==> src/rtl/pst_ram.sv <==
// generic single write, single registered read ram
module pst_ram #(
	parameter int WIDTH = 8,
	parameter int DEPTH = 16
) (
	input  logic                     clk,
	input  logic                     we,
	input  logic [$clog2(DEPTH)-1:0] waddr,
	input  logic [WIDTH-1:0]         wdata,
	input  logic [$clog2(DEPTH)-1:0] raddr,
	output logic [WIDTH-1:0]         rdata
);

	logic [WIDTH-1:0] mem [DEPTH];

	always_ff @(posedge clk) begin
		if (we) begin
			mem[waddr] <= wdata;
		end
		rdata <= mem[raddr];
	end

endmodule
==> config.mk <==
export PLATFORM = sky130hd
export DESIGN_NAME = pst_ram
export DESIGN_NICKNAME = d
export VERILOG_FILES = /design/src/rtl/pst_ram.sv
export SDC_FILE = /design/constraint.sdc
export NUM_CORES = 1
export LEC_CHECK = 0
export CAP_MARGIN = 20
export CORE_MARGIN = 2
export CORE_UTILIZATION = 48
export DETAILED_ROUTE_END_ITERATION = 6
export DONT_BUFFER_PORTS = 1
export HOLD_SLACK_MARGIN = 0.12
export PLACE_DENSITY = 0.65
export SLEW_MARGIN = 20
export SYNTH_ARGS = -nofsm -noshare
export SYNTH_HDL_FRONTEND = slang
export SYNTH_SLANG_ARGS = --single-unit
==> constraint.sdc <==
create_clock -name clk -period 1.95 [get_ports clk]
set_clock_uncertainty 0.1 [all_clocks]
set_input_delay 0.195 -clock clk [delete_from_list [all_inputs] [get_ports clk]]
set_output_delay 0.195 -clock clk [all_outputs]
set_load 0.005 [all_outputs]
* After elaboration in Yosys (flattened, before gate mapping)
Memory sizes are Yosys's and may differ from the RTL's. A register that Yosys moved wholly into a read port is not among the register bits. Cells that the tools add are included.
Storage, ports and cells: output and inout port bits 8, memories 1, register bits 0, word-level logic and storage cells 3, bits in writable memories 128
Cells by class: multiplexer cells 2
Memory list:
- mem | words 16, width 8, rd ports 1, clocked after Yosys merged registers in 1, write ports 1, line 14 | logic [WIDTH-1:0] mem [DEPTH];
Operators with widths (count):
- $mux 1 | 2

* Depth between registers and ports, before layout
word-level depth 2, mapped depth 5, depth with buffers taken out 3

* Worst setup path after synthesis
Ideal clock, no wire load.
path kind in2reg, start point in waddr[2], end point mem mem[0][0] (enable), setup time 383 ps, path buffers 0, arrival 1305 ps, setup slack 162 ps, stages 2, cell sequence or3b_2 nor3_1
RTL lines:
- start, declared | line 8 | input logic [$clog2(DEPTH)-1:0] waddr,
- end, declared | line 14
No word-level cell before the write port.

==> out/qor.json <==
{
  "clock_network": {
    "tritoncts_clock_tree": "done",
    "cts.path.max_buffers": 2,
    "cts_buffers": 17,
    "clock_tree.root_cell": "sky130_fd_sc_hd__clkbuf_8",
    "cts_setup_buffers": 0,
    "worstSkewPairLatency_ns": 0.52,
    "clock-sinks": 136,
    "cts_max_level": 4,
    "clock_transition_at_the_register_clock_pins_on_the_worst_setup_and_hold_paths_after_cts_ns": 0.06
  },
  "placement": {
    "hpwl_um": 5860,
    "routabilityCongestion": 0.738,
    "placedInstanceArea_sq_mm": 0.00536,
    "place.detailed.instances": 372,
    "port-buffer-count": 0
  },
  "yosys": {
    "synth_nets": 247,
    "synth.yosys.seq_area_share_pct": 77.8,
    "synth.yosys.warnings": 0,
    "syn_avg_cell_area_sq_um": 22.5,
    "synthCells": 229,
    "postSynthRegisterBits": 136,
    "synth.lib_cells_used.distinct": 19,
    "synth.cell_area_sq_mm": 0.00515
  },
  "critical_path": {
    "timing.critical_path.from_type": "flip-flop",
    "timing.setup.critical_path_class": "flip-flop to flip-flop",
    "cp_cell_sequence": "mux4_2 -> dlygate4sd3_1 -> a22oi_1 -> nand2_1",
    "slowest_stage_cell_on_the_critical_path": "sky130_fd_sc_hd__dlygate4sd3_1",
    "worst_setup_path_end_kind": "flip-flop",
    "critPathRequiredTime_ns": 2.24,
    "critical_path_peak_fanout": 1,
    "cp_data_arrival_time_ns": 2.19,
    "crit_path_max_incr_delay_ns": 0.58
  },
  "sta": {
    "setup_repair_after_global_routing_missed_its_margin": "false",
    "min_period_ns": 1.90,
    "setup_viol_count_final": 0,
    "max_slew_margin_pct": 52.1,
    "fin_worst_hold_slack_ns": 0.121,
    "max_slew.worst_pin.slew_ns": 0.716,
    "drv_slew": 0,
    "final-hold-violation-count": 0,
    "post-route-period-util_pct": 97.4,
    "final.setup.tns_ns": 0,
    "max_freq_mhz": 527
  },
  "drt": {
    "route.antenna.remaining_nets": 0,
    "avgViaCountPerCell": 5.73,
    "finalWirelength_um": 10300,
    "first_iter_violations": 189,
    "detail_route.first_pass.iterations": 4,
    "detail_route.drc_violations": 0,
    "routed_wire_length_per_instance_um": 23.5,
    "vias": 2509
  },
  "die": {
    "die-height_um": 108,
    "coreArea_sq_mm": 0.0104,
    "fp.dieArea_sq_mm": 0.0116,
    "io-pin-count": 26,
    "num_rows": 37,
    "fp.dieW_um": 108,
    "start_util_pct": 49.6
  },
  "final_layout": {
    "register_area_sq_mm": 0.00400,
    "antenna-diode-count": 0,
    "post_route_cells_drive_above_1_share_pct": 24.5,
    "area.growth.synth_to_final_pct": 23.1,
    "multiInputGateArea_sq_mm": 0.00106,
    "finish.cell_count_without_fillers": 438,
    "nets": 307,
    "fin_area_sq_mm": 0.00634,
    "num-fill-cells": 748
  },
  "global_routing": {
    "first_pass_grt_wire_length_um": 15600,
    "grt_overflow_total": 0,
    "grt_max_degree": 33,
    "grt_pass1_vias": 2634,
    "grt_use_total_pct": 19.7,
    "antenna_found_initial": 0
  },
  "pwr": {
    "power_leakage_nw": 2.11,
    "power_density_mw_per_mm2": 1090,
    "total_design_power_mw": 6.90,
    "ir_worst_vdd_mv": 0.604
  },
  "status": {
    "status": "complete, no violations"
  },
  "job": {
    "maxCapViolations": 0
  },
  "worst_hold_path": {
    "hold_class": "input pin to flip-flop"
  }
}
[cell usage after synthesis]
library cell	instances	area, sq um
sky130_fd_sc_hd__a22oi_1	16	120
sky130_fd_sc_hd__nor2_1	13	48.8
sky130_fd_sc_hd__nand3_1	1	5.00
sky130_fd_sc_hd__nand2_1	9	33.8
sky130_fd_sc_hd__nor2b_1	1	6.26
sky130_fd_sc_hd__buf_6	3	33.8
sky130_fd_sc_hd__buf_2	3	15.0
sky130_fd_sc_hd__nand2b_1	2	12.5
sky130_fd_sc_hd__mux4_2	18	405
sky130_fd_sc_hd__nand3b_1	2	15.0
sky130_fd_sc_hd__mux4_1	14	368
sky130_fd_sc_hd__nor3_1	4	20.0
sky130_fd_sc_hd__edfxtp_1	128	3840
sky130_fd_sc_hd__clkdlybuf4s25_2	3	30.0
sky130_fd_sc_hd__or3b_2	1	8.76
sky130_fd_sc_hd__and2b_1	1	7.51
sky130_fd_sc_hd__dfxtp_1	8	160
sky130_fd_sc_hd__buf_4	1	7.51
sky130_fd_sc_hd__and2_1	1	6.26
[metrics by stage]
step                      worst slack [ns]  util, %
after floorplan                      0.162        -
after global placement               0.470     51.7
after detailed placement             0.477     51.7
after CTS                           0.0445     61.1
after global routing               0.00766     61.1
final                               0.0516     61.1
[layer usage]
layer	global-route usage, %	up-vias	wire [um]
met3	6.78	6	560
met4	5.49	0	41
met5	0	-	0
met2	30.6	79	5170
li1	-	1088	-
met1	26.7	1336	4550
[path summary, 6_finish.rpt]
| check | startpoint | to | slack (ns) | depth (start not counted) |
|---|---|---|---|---|
| setup reg to reg | mem[15][3] | rdata[3] | 0.05 | 4 |
| setup / recovery | mem[15][3] | rdata[3] | 0.05 | 4 |
| hold reg to reg | mem[11][4] | rdata[4] | 0.58 | 3 |
| hold / removal | raddr[1] | rdata[4] | 0.12 | 4 |
[area by class of cell]
type                            count  share of cell area, %
Sequential cell                   136                   63.2
Tap cell                          136                   2.69
Clock buffer                       17                   6.54
Clock inverter                     15                   3.16
Timing Repair Buffer               51                   7.70
Multi-Input combinational cell     83                   16.7
[repair_timing]
item | 4_1_cts | 5_1_grt
endpoints found under the setup margin | 0 | 5
hold endpoints to repair | 264 | 1
resized for setup | 0 | 4
hold buffers | 34 | 1
[state kept, by name, indices dropped and copies added, names as in the netlist]
signal	flops
rdata	8
mem	128
[cell families (layout without fill, tap and decap cells)]
logic type,count (synthesis),count (layout),synth area share [%]
AO/OA/AOI/OAI,16,16,2.33
buffers and inverters,10,83,1.68
flip-flops,136,136,77.8
multiplexers,32,32,15.0
AND/OR/NAND/NOR,35,35,3.18
[layout by cell type (no fill, tap or decap)]
master,netlist,layout
sky130_fd_sc_hd__clkinv_4,0,1
sky130_fd_sc_hd__bufinv_16,0,4
sky130_fd_sc_hd__buf_12,0,2
sky130_fd_sc_hd__nand3b_1,2,2
sky130_fd_sc_hd__nor2_1,13,13
sky130_fd_sc_hd__and2b_1,1,1
sky130_fd_sc_hd__edfxtp_1,128,128
sky130_fd_sc_hd__clkinv_2,0,3
sky130_fd_sc_hd__nor3_1,4,4
sky130_fd_sc_hd__mux4_2,18,20
sky130_fd_sc_hd__nand2b_1,2,2
sky130_fd_sc_hd__nand3_1,1,1
sky130_fd_sc_hd__clkinvlp_4,0,4
sky130_fd_sc_hd__and2_1,1,1
sky130_fd_sc_hd__clkbuf_8,0,1
sky130_fd_sc_hd__dfxtp_1,8,8
sky130_fd_sc_hd__buf_4,1,17
sky130_fd_sc_hd__a22oi_2,0,2
sky130_fd_sc_hd__clkbuf_16,0,16
sky130_fd_sc_hd__nand2_1,9,9
sky130_fd_sc_hd__or3b_2,1,1
sky130_fd_sc_hd__inv_6,0,3
sky130_fd_sc_hd__mux4_1,14,12
sky130_fd_sc_hd__a22oi_1,16,14
sky130_fd_sc_hd__nor2b_1,1,1
sky130_fd_sc_hd__dlygate4sd3_1,0,32
[critical path, delay by kind of cell (launching register included)]
| family | cells | cell delay, ns |
|---|---|---|
| flops | 1 | 0.36 |
| compound gates | 1 | 0.15 |
| mux | 1 | 0.48 |
| simple gates | 1 | 0.10 |
| buf+inv | 1 | 0.58 |
[report_power, final]
group / total [mW] / leakage, nW / internal, mW / switching [mW]
Sequential: 3.29 / 1.22 / 3.27 / 0.0259
Combinational: 0.309 / 0.597 / 0.153 / 0.156
Clock: 3.30 / 0.291 / 2.08 / 1.22
Total: 6.90 / 2.11 / 5.50 / 1.40
Note: power is estimated with default switching activity, not from simulation.
